**config.mk**
```make
export PLATFORM = sky130hd
export DESIGN_NAME = serial_frame_receiver_sum_check_flat
export DESIGN_NICKNAME = d
export VERILOG_FILES = /design/src/sfrsc_pkg.sv /design/src/sfrsc_if.sv /design/src/sfrsc_ram.sv /design/src/sfrsc_cfg.sv /design/src/sfrsc_ctrl.sv /design/src/serial_frame_receiver_sum_check.sv /design/src/flat_wrapper.sv
export SDC_FILE = /design/constraint.sdc
export NUM_CORES = 1
export LEC_CHECK = 0
export BUFFER_PORTS_ARGS = -buffer_cell sky130_fd_sc_hd__buf_2
export CAP_MARGIN = 30
export CORE_UTILIZATION = 34
export DETAILED_ROUTE_END_ITERATION = 6
export MAX_ROUTING_LAYER = met4
export PLACE_DENSITY = 0.46
export SYNTH_ARGS = -nofsm -noshare
export SYNTH_HDL_FRONTEND = slang
export SYNTH_HIERARCHICAL = 1
export SYNTH_SLANG_ARGS = --single-unit
```
**constraint.sdc**
```tcl
create_clock -name i_clk -period 4.64 [get_ports i_clk]
set_input_delay 0.464 -clock i_clk [delete_from_list [all_inputs] [get_ports i_clk]]
set_output_delay 0.464 -clock i_clk [all_outputs]
set_load 0.02 [all_outputs]
```
**src/sfrsc_pkg.sv**
```systemverilog
// Shared types, constants and register codes for the serial frame receiver.
// No dependencies; every other file of the block but sfrsc_ram imports this package.
`timescale 1ns / 1ps

package sfrsc_pkg;

    localparam int unsigned BYTE_W  = 8;
    localparam int unsigned POS_W   = 5;
    localparam int unsigned LEN_W   = 6;
    localparam int unsigned CIDX_W  = 2;
    localparam int unsigned CDATA_W = 8;

    // Longest run that the 5-bit position can number.
    localparam int unsigned RUN_CAP = 32;

    localparam int unsigned MAX_FRAME_BYTES_DEF = 32;

    typedef logic [BYTE_W-1:0] t_byte;
    typedef logic [POS_W-1:0]  t_pos;
    typedef logic [LEN_W-1:0]  t_len;

    // Register indexes on the configuration port
    localparam logic [CIDX_W-1:0] CFG_IDX_HEAD = 2'd0;
    localparam logic [CIDX_W-1:0] CFG_IDX_MIN  = 2'd1;
    localparam logic [CIDX_W-1:0] CFG_IDX_MAX  = 2'd2;

    localparam t_byte HEAD_BYTE_RST = 8'h42;
    localparam t_len  MIN_LEN_RST   = 6'd4;
    localparam t_len  MAX_LEN_RST   = 6'd32;

    typedef struct packed {
        t_byte head_byte;
        t_len  min_frame_len;
        t_len  max_frame_len;
    } t_cfg;

endpackage

```
**src/sfrsc_if.sv**
```systemverilog
// Stream interfaces of the frame receiver: received bytes in, frame words out.
// Depends on sfrsc_pkg for the field types.
`timescale 1ns / 1ps

interface sfrsc_in_if import sfrsc_pkg::*; ();
    logic  valid;
    logic  ready;
    t_byte rx_byte;

    modport source (output valid, output rx_byte, input ready);
    modport sink   (input valid, input rx_byte, output ready);
endinterface

interface sfrsc_out_if import sfrsc_pkg::*; ();
    logic  valid;
    logic  ready;
    t_byte frame_byte;
    t_pos  byte_position;
    logic  last_of_frame;
    logic  status;

    modport source (output valid, output frame_byte, output byte_position,
                    output last_of_frame, output status, input ready);
    modport sink   (input valid, input frame_byte, input byte_position,
                    input last_of_frame, input status, output ready);
endinterface

```
**src/sfrsc_ram.sv**
```systemverilog
// Generic single-write, single-read synchronous RAM with registered read data.
// No dependencies.
`timescale 1ns / 1ps

module sfrsc_ram #(
    parameter int unsigned WIDTH = 16,
    parameter int unsigned DEPTH = 32
) (
    input  logic                     i_clk,
    input  logic                     i_we,
    input  logic [$clog2(DEPTH)-1:0] i_waddr,
    input  logic [WIDTH-1:0]         i_wdata,
    input  logic                     i_re,
    input  logic [$clog2(DEPTH)-1:0] i_raddr,
    output logic [WIDTH-1:0]         o_rdata
);

    logic [WIDTH-1:0] r_mem [DEPTH];
    logic [WIDTH-1:0] r_rdata;

    always_ff @(posedge i_clk) begin
        if (i_we) begin
            r_mem[i_waddr] <= i_wdata;
        end
        // read data holds while no read is issued
        if (i_re) begin
            r_rdata <= r_mem[i_raddr];
        end
    end

    assign o_rdata = r_rdata;

endmodule

```
**src/sfrsc_cfg.sv**
```systemverilog
// Configuration registers of the frame receiver, written through a plain write port.
// Depends on sfrsc_pkg.
`timescale 1ns / 1ps

module sfrsc_cfg import sfrsc_pkg::*; (
    input  logic                i_clk,
    input  logic                i_rst_n,
    input  logic                i_cfg_we,
    input  logic [CIDX_W-1:0]   i_cfg_idx,
    input  logic [CDATA_W-1:0]  i_cfg_data,
    output t_cfg                o_cfg
);

    t_cfg r_cfg;
    t_cfg n_cfg;

    always_comb begin
        n_cfg = r_cfg;
        if (i_cfg_we) begin
            unique case (i_cfg_idx)
                CFG_IDX_HEAD: n_cfg.head_byte     = i_cfg_data;
                CFG_IDX_MIN:  n_cfg.min_frame_len = i_cfg_data[LEN_W-1:0];
                CFG_IDX_MAX:  n_cfg.max_frame_len = i_cfg_data[LEN_W-1:0];
                default: ;
            endcase
        end
    end

    always_ff @(posedge i_clk) begin
        if (!i_rst_n) begin
            r_cfg.head_byte     <= HEAD_BYTE_RST;
            r_cfg.min_frame_len <= MIN_LEN_RST;
            r_cfg.max_frame_len <= MAX_LEN_RST;
        end else begin
            r_cfg <= n_cfg;
        end
    end

    assign o_cfg = r_cfg;

endmodule

```
**src/sfrsc_ctrl.sv**
```systemverilog
// Frame assembly, checksum check and run emission around the frame store RAM.
// Each entry holds {running sum of earlier bytes, byte}. Depends on sfrsc_pkg,
// sfrsc_if and sfrsc_ram.
`timescale 1ns / 1ps

module sfrsc_ctrl import sfrsc_pkg::*; #(
    parameter int unsigned MAX_FRAME_BYTES = MAX_FRAME_BYTES_DEF
) (
    input  logic               i_clk,
    input  logic               i_rst_n,
    input  t_cfg               i_cfg,
    sfrsc_in_if.sink           i_rx,
    sfrsc_out_if.source        o_frm
);

    localparam int unsigned DEPTH   = (MAX_FRAME_BYTES < RUN_CAP) ? MAX_FRAME_BYTES : RUN_CAP;
    localparam int unsigned AW      = $clog2(DEPTH);
    localparam int unsigned ENTRY_W = 2 * BYTE_W;
    localparam t_len        LIM_CAP = LEN_W'(DEPTH);
    localparam t_len        LEN_ONE = LEN_W'(1);
    localparam t_len        LEN_TWO = LEN_W'(2);
    localparam t_len        LEN_THREE = LEN_W'(3);

    typedef enum logic [2:0] {
        S_IDLE,
        S_CHK_RD,
        S_CHK,
        S_RD,
        S_LOAD
    } t_state;

    t_state r_state, n_state;
    logic   r_in_frame, n_in_frame;
    t_len   r_wi, n_wi;
    t_byte  r_dl, n_dl;
    t_byte  r_sum, n_sum;
    t_len   r_len, n_len;
    t_pos   r_pos, n_pos;

    logic   r_ov, n_ov;
    t_byte  r_ob, n_ob;
    t_pos   r_op, n_op;
    logic   r_ol, n_ol;
    logic   r_os, n_os;

    logic               ram_we;
    logic [AW-1:0]      ram_waddr;
    logic [ENTRY_W-1:0] ram_wdata;
    logic               ram_re;
    logic [AW-1:0]      ram_raddr;
    logic [ENTRY_W-1:0] ram_rdata;

    sfrsc_ram #(
        .WIDTH (ENTRY_W),
        .DEPTH (DEPTH)
    ) u_store (
        .i_clk   (i_clk),
        .i_we    (ram_we),
        .i_waddr (ram_waddr),
        .i_wdata (ram_wdata),
        .i_re    (ram_re),
        .i_raddr (ram_raddr),
        .o_rdata (ram_rdata)
    );

    t_byte b;
    t_len  lim;
    t_len  minl;
    logic  acc;
    logic  out_free;
    logic  done;
    t_byte len8;
    t_byte rd_prefix;
    t_byte rd_byte;
    logic  pos_last;

    assign b         = i_rx.rx_byte;
    assign minl      = i_cfg.min_frame_len;
    assign lim       = (i_cfg.max_frame_len < LIM_CAP) ? i_cfg.max_frame_len : LIM_CAP;
    assign acc       = i_rx.valid && (r_state == S_IDLE);
    assign out_free  = !r_ov || o_frm.ready;
    assign rd_prefix = ram_rdata[ENTRY_W-1:BYTE_W];
    assign rd_byte   = ram_rdata[BYTE_W-1:0];
    assign pos_last  = ((LEN_W'(r_pos) + LEN_ONE) == r_len);

    always_comb begin
        n_state    = r_state;
        n_in_frame = r_in_frame;
        n_wi       = r_wi;
        n_dl       = r_dl;
        n_sum      = r_sum;
        n_len      = r_len;
        n_pos      = r_pos;
        n_ov       = r_ov && !o_frm.ready;
        n_ob       = r_ob;
        n_op       = r_op;
        n_ol       = r_ol;
        n_os       = r_os;
        ram_we     = 1'b0;
        ram_waddr  = r_wi[AW-1:0];
        ram_wdata  = {r_sum, b};
        ram_re     = 1'b0;
        ram_raddr  = r_pos[AW-1:0];
        done       = 1'b0;
        len8       = r_dl;

        unique case (r_state)
            S_IDLE: begin
                if (acc) begin
                    if (b == i_cfg.head_byte && !r_in_frame) begin
                        n_in_frame = 1'b1;
                        ram_we     = 1'b1;
                        ram_waddr  = '0;
                        ram_wdata  = {{BYTE_W{1'b0}}, b};
                        n_sum      = b;
                        n_dl       = BYTE_W'(minl);
                        n_wi       = LEN_ONE;
                    end else if (r_wi == LEN_TWO) begin
                        // length byte
                        ram_we = 1'b1;
                        n_sum  = r_sum + b;
                        n_wi   = LEN_THREE;
                        n_dl   = b;
                        if (b > BYTE_W'(lim) || b < BYTE_W'(minl)) begin
                            n_dl       = BYTE_W'(minl);
                            n_wi       = '0;
                            n_in_frame = 1'b0;
                        end
                    end else if (r_in_frame && r_wi < lim) begin
                        ram_we = 1'b1;
                        n_sum  = r_sum + b;
                        n_wi   = r_wi + LEN_ONE;
                    end

                    done = (n_wi >= lim || BYTE_W'(n_wi) >= n_dl) && n_wi > minl;
                    len8 = (n_dl > BYTE_W'(n_wi)) ? BYTE_W'(n_wi) : n_dl;
                    if (done) begin
                        n_len      = (len8 == '0) ? LEN_ONE : len8[LEN_W-1:0];
                        n_wi       = '0;
                        n_in_frame = 1'b0;
                        n_state    = S_CHK_RD;
                    end
                end
            end
            S_CHK_RD: begin
                // last byte of the run and the sum of all bytes before it
                ram_re    = 1'b1;
                ram_raddr = AW'(r_len - LEN_ONE);
                n_state   = S_CHK;
            end
            S_CHK: begin
                if (rd_prefix == rd_byte) begin
                    n_pos   = '0;
                    n_state = S_RD;
                end else if (out_free) begin
                    n_ov    = 1'b1;
                    n_ob    = '0;
                    n_op    = '0;
                    n_ol    = 1'b1;
                    n_os    = 1'b1;
                    n_state = S_IDLE;
                end
            end
            S_RD: begin
                ram_re  = 1'b1;
                n_state = S_LOAD;
            end
            S_LOAD: begin
                if (out_free) begin
                    n_ov = 1'b1;
                    n_ob = rd_byte;
                    n_op = r_pos;
                    n_ol = pos_last;
                    n_os = 1'b0;
                    if (pos_last) begin
                        n_state = S_IDLE;
                    end else begin
                        n_pos   = r_pos + 1'b1;
                        n_state = S_RD;
                    end
                end
            end
            default: n_state = S_IDLE;
        endcase
    end

    always_ff @(posedge i_clk) begin
        if (!i_rst_n) begin
            r_state    <= S_IDLE;
            r_in_frame <= 1'b0;
            r_wi       <= '0;
            r_dl       <= '0;
            r_ov       <= 1'b0;
        end else begin
            r_state    <= n_state;
            r_in_frame <= n_in_frame;
            r_wi       <= n_wi;
            r_dl       <= n_dl;
            r_ov       <= n_ov;
        end
        r_sum <= n_sum;
        r_len <= n_len;
        r_pos <= n_pos;
        r_ob  <= n_ob;
        r_op  <= n_op;
        r_ol  <= n_ol;
        r_os  <= n_os;
    end

    assign i_rx.ready          = (r_state == S_IDLE);
    assign o_frm.valid         = r_ov;
    assign o_frm.frame_byte    = r_ob;
    assign o_frm.byte_position = r_op;
    assign o_frm.last_of_frame = r_ol;
    assign o_frm.status        = r_os;

endmodule

```
**src/serial_frame_receiver_sum_check.sv**
```systemverilog
// Top level of the serial frame receiver with additive checksum check.
// Depends on sfrsc_pkg, sfrsc_if, sfrsc_cfg and sfrsc_ctrl.
//
//   channel   dir  handshake         word
//   i_rx      in   valid/ready       rx_byte
//   o_frm     out  valid/ready       frame_byte, byte_position, last_of_frame, status
//   cfg       in   i_cfg_we          i_cfg_idx, i_cfg_data
//
// A byte that does not close a frame is taken and ready stays high. A closing byte
// starts the checksum read in S_CHK_RD and S_CHK. A failed check sends one status
// word; else each word is read in S_RD and S_LOAD on the store's single read port.
// Input is held off while a frame is read out; the output register lets the next
// byte in while the last word of a frame still waits. Reset is synchronous and
// clears control state only; the frame store is never cleared.
`timescale 1ns / 1ps

module serial_frame_receiver_sum_check import sfrsc_pkg::*; #(
    parameter int unsigned MAX_FRAME_BYTES = MAX_FRAME_BYTES_DEF
) (
    input  logic               i_clk,
    input  logic               i_rst_n,
    sfrsc_in_if.sink           i_rx,
    sfrsc_out_if.source        o_frm,
    input  logic               i_cfg_we,
    input  logic [CIDX_W-1:0]  i_cfg_idx,
    input  logic [CDATA_W-1:0] i_cfg_data
);

    t_cfg cfg;

    sfrsc_cfg u_cfg (
        .i_clk      (i_clk),
        .i_rst_n    (i_rst_n),
        .i_cfg_we   (i_cfg_we),
        .i_cfg_idx  (i_cfg_idx),
        .i_cfg_data (i_cfg_data),
        .o_cfg      (cfg)
    );

    sfrsc_ctrl #(
        .MAX_FRAME_BYTES (MAX_FRAME_BYTES)
    ) u_ctrl (
        .i_clk   (i_clk),
        .i_rst_n (i_rst_n),
        .i_cfg   (cfg),
        .i_rx    (i_rx),
        .o_frm   (o_frm)
    );

endmodule
```
**src/flat_wrapper.sv**
```systemverilog
// flat-port wrapper written by rule: the top's interface ports become plain ports
module serial_frame_receiver_sum_check_flat import sfrsc_pkg::*;
#(
    parameter int unsigned MAX_FRAME_BYTES = MAX_FRAME_BYTES_DEF
)
  (i_clk, i_rst_n, i_cfg_we, i_cfg_idx, i_cfg_data, i_rx_valid, i_rx_rx_byte, i_rx_ready, o_frm_valid, o_frm_frame_byte, o_frm_byte_position, o_frm_last_of_frame, o_frm_status, o_frm_ready);
  sfrsc_in_if i_rx_i ();
  sfrsc_out_if o_frm_i ();
  input  logic i_clk;
  input  logic i_rst_n;
  input  logic i_cfg_we;
  input  logic [CIDX_W-1:0] i_cfg_idx;
  input  logic [CDATA_W-1:0] i_cfg_data;
  input wire logic [$bits(i_rx_i.valid)-1:0] i_rx_valid;
  input wire logic [$bits(i_rx_i.rx_byte)-1:0] i_rx_rx_byte;
  output wire logic [$bits(i_rx_i.ready)-1:0] i_rx_ready;
  output wire logic [$bits(o_frm_i.valid)-1:0] o_frm_valid;
  output wire logic [$bits(o_frm_i.frame_byte)-1:0] o_frm_frame_byte;
  output wire logic [$bits(o_frm_i.byte_position)-1:0] o_frm_byte_position;
  output wire logic [$bits(o_frm_i.last_of_frame)-1:0] o_frm_last_of_frame;
  output wire logic [$bits(o_frm_i.status)-1:0] o_frm_status;
  input wire logic [$bits(o_frm_i.ready)-1:0] o_frm_ready;
  assign i_rx_i.valid = i_rx_valid;
  assign i_rx_i.rx_byte = i_rx_rx_byte;
  assign i_rx_ready = i_rx_i.ready;
  assign o_frm_valid = o_frm_i.valid;
  assign o_frm_frame_byte = o_frm_i.frame_byte;
  assign o_frm_byte_position = o_frm_i.byte_position;
  assign o_frm_last_of_frame = o_frm_i.last_of_frame;
  assign o_frm_status = o_frm_i.status;
  assign o_frm_i.ready = o_frm_ready;
  serial_frame_receiver_sum_check #(.MAX_FRAME_BYTES(MAX_FRAME_BYTES)) u_core (.i_clk(i_clk), .i_rst_n(i_rst_n), .i_rx(i_rx_i), .o_frm(o_frm_i), .i_cfg_we(i_cfg_we), .i_cfg_idx(i_cfg_idx), .i_cfg_data(i_cfg_data));
endmodule
```
==> impl_metrics.env <==
export IMPL_clock_tree_root_cell="clkbuf_16"
export IMPL_worst_ep_arrival_time_ns=5.01
export IMPL_run_status="finished with violations"
export IMPL_power_leakage_nw=11.29
export IMPL_first_iter_violations=1138
export IMPL_design_final_nets=1863
export IMPL_grt_start_max_net_pins=55
export IMPL_dieHeight_um=275.9
export IMPL_worst_skew_pair_late_latency_ns=0.61
export IMPL_yosysWarningCount=6
export IMPL_dp_hpwl_um=40290
export IMPL_timing_critical_path_slowest_cell_delay_ns=0.46
export IMPL_drtAntennaViolNets=0
export IMPL_drive_gt1_share_pct=15.93
export IMPL_reg2reg_from="u_core/u_cfg/o_cfg[5]$_SDFFE_PN1P_"
export IMPL_synth_area_per_cell_um2=15.42
export IMPL_cp_required_ns=5.18
export IMPL_first_pass_iters=7
export IMPL_slew_headroom_pct=34.81
export IMPL_grt_remaining_overflow=0
export IMPL_die_x_um=275.9
export IMPL_clock_sinks=601
export IMPL_vias_after_detailed_routing=14260
export IMPL_fin_worst_skew_ns=0.01718
export IMPL_failed_checks="design-rule violations"
export IMPL_timing_setup_critical_path_class="register to register"
export IMPL_worst_slew_pin_slew_ns=0.9757
export IMPL_boundaryPins=40
export IMPL_number_of_cell_instances_on_the_worst_register_to_register_path=22
export IMPL_clk_path_buf_depth=3
export IMPL_cts_hold_buffers_added=0
export IMPL_number_of_clock_buffers_inserted_by_tritoncts=68
export IMPL_timing_critical_path_fanout_max=7
export IMPL_worst_setup_path_startpoint="u_core/u_cfg/o_cfg[5]$_SDFFE_PN1P_"
export IMPL_crit_path_top_delay_cell="a222oi_1"
export IMPL_grt_antenna_before_repair=1
export IMPL_viasPerCell=5.066
export IMPL_die_area_mm2=0.07613
export IMPL_routed_len_inst_um=23.71
export IMPL_clk_pin_slew_worst_paths_ns=0.06
export IMPL_grt_setup_unrepaired="yes"
export IMPL_timing_hold_worst_path_depth=3
export IMPL_synth_cell_area_mm2=0.02551
export IMPL_dominantRegCellSynth="edfxtp_1"
export IMPL_finalCriticalPeriod_ns=4.471
export IMPL_synthDistinctLibCells=67
export IMPL_finalMaxSlewViolations=0
export IMPL_min_from="i_cfg_data[7]"
export IMPL_clock_tree_htree_level_count=3
export IMPL_setup_slack_on_the_worst_flop_to_flop_path_ns=0.17
export IMPL_async_reset_ff_share_pct=0
export IMPL_detail_route_wirelength_um=66740
export IMPL_finish_utilization_pct=39.80
export IMPL_cp_end_kind="register"
export IMPL_initial_core_util_pct=34.32
export IMPL_power_density_mw_per_mm2=388.7
export IMPL_critical_path_start_type="register"
export IMPL_track_usage_pct=18.13
export IMPL_antenna_cells_inserted=0
export IMPL_post_route_drc_count=1
export IMPL_timing_final_hold_violations=0
export IMPL_globalplace_congestion=0.8007
export IMPL_timing_hold_worst_endpoint="u_core/u_cfg/o_cfg[19]$_SDFFE_PN0P_"
export IMPL_final_min_period_over_clock_period_pct=96.36
export IMPL_timing_max_cap_violations=0
export IMPL_synth_seq_cells=601
export IMPL_setup_tns_final_ns=0
export IMPL_synthesis_instances=1654
export IMPL_power_total_mw=11.50
export IMPL_type_of_the_worst_min_delay_path="primary input to register"
export IMPL_crit_chain="inv_2 > nand2_1 > ha_1 > and4bb_1 > a221oi_2 > o21ai_1 > a22oi_2 > nand2_2 > a222oi_1 > inv_1 > ha_1 > and3_1 > o21a_1 > a2111oi_2 > buf_4 > a2bb2oi_4 > a211oi_2 > buf_4 > a211oi_4 > buf_4 > or3b_2 > a21boi_2"
export IMPL_fp_coreArea_mm2=0.07432
export IMPL_tritoncts="yes"
export IMPL_grt_pass1_wl_um=96790
export IMPL_fill_cells=6904
export IMPL_syn_to_final_growth_pct=15.95
export IMPL_port_buffers=39
export IMPL_rows=100
export IMPL_timing_final_setup_violations=0
export IMPL_layout_cells_most_common_list="edfxtp_1 (562), mux2i_1 (277), buf_4 (106), nand2_1 (98), clkbuf_16 (69)"
export IMPL_postSynthNetCount=1723
export IMPL_rr_endpoint="u_core/u_ctrl/r_wi[0]$_SDFFE_PN0P_"
export IMPL_first_global_vias=14240
export IMPL_worst_path_most_repeated_cell="buf_4"
export IMPL_synth_enable_flop_cells=562
export IMPL_worst_ir_drop_vdd_uv=221.7
export IMPL_synth_seq_area_share_pct=69.22
export IMPL_mostFrequentLayoutCell="edfxtp_1"
export IMPL_fmax_ghz=0.2236
-- final cells by class --
type / instances / area [um2] / share of cell area [%]
inverter: 38 / 157.7 / 0.5330
tap: 969 / 1212 / 4.099
multi-input combinational: 933 / 7212 / 24.38
timing repair buffer: 152 / 1126 / 3.807
sequential: 601 / 17660 / 59.70
clock buffer: 79 / 1764 / 5.964
clock inverter: 43 / 449.2 / 1.519
-- cells by family after synthesis --
family / after synthesis / share of synthesized area (%)
compound gates: 244 / 6.832
xor+xnor: 40 / 1.373
fa+ha+maj: 46 / 2.286
buf+inv: 120 / 3.007
flops: 601 / 69.22
mux: 277 / 10.87
simple gates: 326 / 6.416
-- critical path: cells and delay by family, from the launching register on --
kind | cells | cell delay (ns)
buffers and inverters | 5 | 0.69
adders and majority gates | 2 | 0.55
AOI/OAI and AO/OA | 10 | 1.81
and+or+nand+nor | 5 | 1.03
DFF | 1 | 0.32
-- registers in the layout, indices dropped and copies added (netlist names) --
| register | cells |
|---|---|
| u_core/u_ctrl/u_store/r_mem | 512 |
| u_core/u_cfg/o_cfg | 20 |
| u_core/u_ctrl/u_store/o_rdata | 16 |
| u_core/u_ctrl/o_frm.frame_byte | 8 |
| u_core/u_ctrl/r_dl | 8 |
| u_core/u_ctrl/r_sum | 8 |
| u_core/u_ctrl/r_len | 6 |
| u_core/u_ctrl/r_wi | 6 |
| u_core/u_ctrl/o_frm.byte_position | 5 |
| u_core/u_ctrl/r_pos | 5 |
| u_core/u_ctrl/r_state | 3 |
| u_core/u_ctrl/o_frm.last_of_frame | 1 |
| u_core/u_ctrl/o_frm.status | 1 |
| u_core/u_ctrl/o_frm.valid | 1 |
| u_core/u_ctrl/r_in_frame | 1 |
-- synth_stat cells, types with 20 or more instances --
library cell	instances	share of area, %
nand3_1	39	0.77
a22oi_1	64	1.9
ha_1	45	2.2
xnor2_1	30	1.0
buf_2	22	0.43
nand2_1	99	1.5
edfxtp_1	562	66
nor3_1	20	0.39
a21oi_1	59	1.2
mux2i_1	277	11
a22o_1	34	1.2
inv_1	37	0.54
clkbuf_1	22	0.32
nor2_1	62	0.91
dfxtp_1	39	3.1
nand4_1	23	0.56
and2_1	27	0.66
buf_4	20	0.59
nor2b_1	20	0.49
-- stage by stage --
step | area (um2) | cells | hold WS [ns] | worst slack, ns
6_report | 29580 | 2815 | 0.1074 | 0.1687
5_1_grt | 29580 | 2815 | 0.1016 | -0.1037
4_1_cts | 29520 | 2812 | 0.06996 | 0.004742
3_5_place_dp | 27290 | 2689 | 0.4309 | -0.1517
3_3_place_gp | 27280 | 2688 | 0.4257 | -0.09896
2_1_floorplan | 25510 | 1654 | 0.4160 | 0.04461
-- layer usage --
layer,up-vias,routed length (um),track usage [%]
met2,261,31440,28.41
li1,6667,-,-
met1,7248,31660,24.71
met4,0,1402,5.046
met3,86,2242,2.332
met5,-,0,-
-- repair_timing --
item / CTS / global route
endpoints found under the setup margin: 11 / 18
hold endpoints to repair: 0 / 0
pin swaps: 1 / 6
resized for setup: 2 / 11
setup buffers: 1 / 3
-- worst max-delay path by stage --
stage                                                end  slack [ns]  cells past startpoint
detailed placement  u_core/u_ctrl/r_len[5]$_SDFFCE_PN0P_       -0.15                     20
finish                u_core/u_ctrl/r_wi[0]$_SDFFE_PN0P_        0.17                     22
global placement    u_core/u_ctrl/r_len[5]$_SDFFCE_PN0P_        -0.1                     20
global route          u_core/u_ctrl/r_wi[0]$_SDFFE_PN0P_       -0.10                     22
floorplan           u_core/u_ctrl/r_len[0]$_SDFFCE_PN1P_        0.04                     19
CTS                 u_core/u_ctrl/r_len[5]$_SDFFCE_PN0P_       0.005                     21
-- report_power, final --
group	total (mW)	leakage [nW]	internal, mW	switching [mW]
clock network	5.32	1.08	3.14	2.18
logic	0.278	4.83	0.0955	0.182
registers	5.90	5.38	5.89	0.00821
total	11.5	11.3	9.12	2.37
Power figures use the tool's default switching activity.
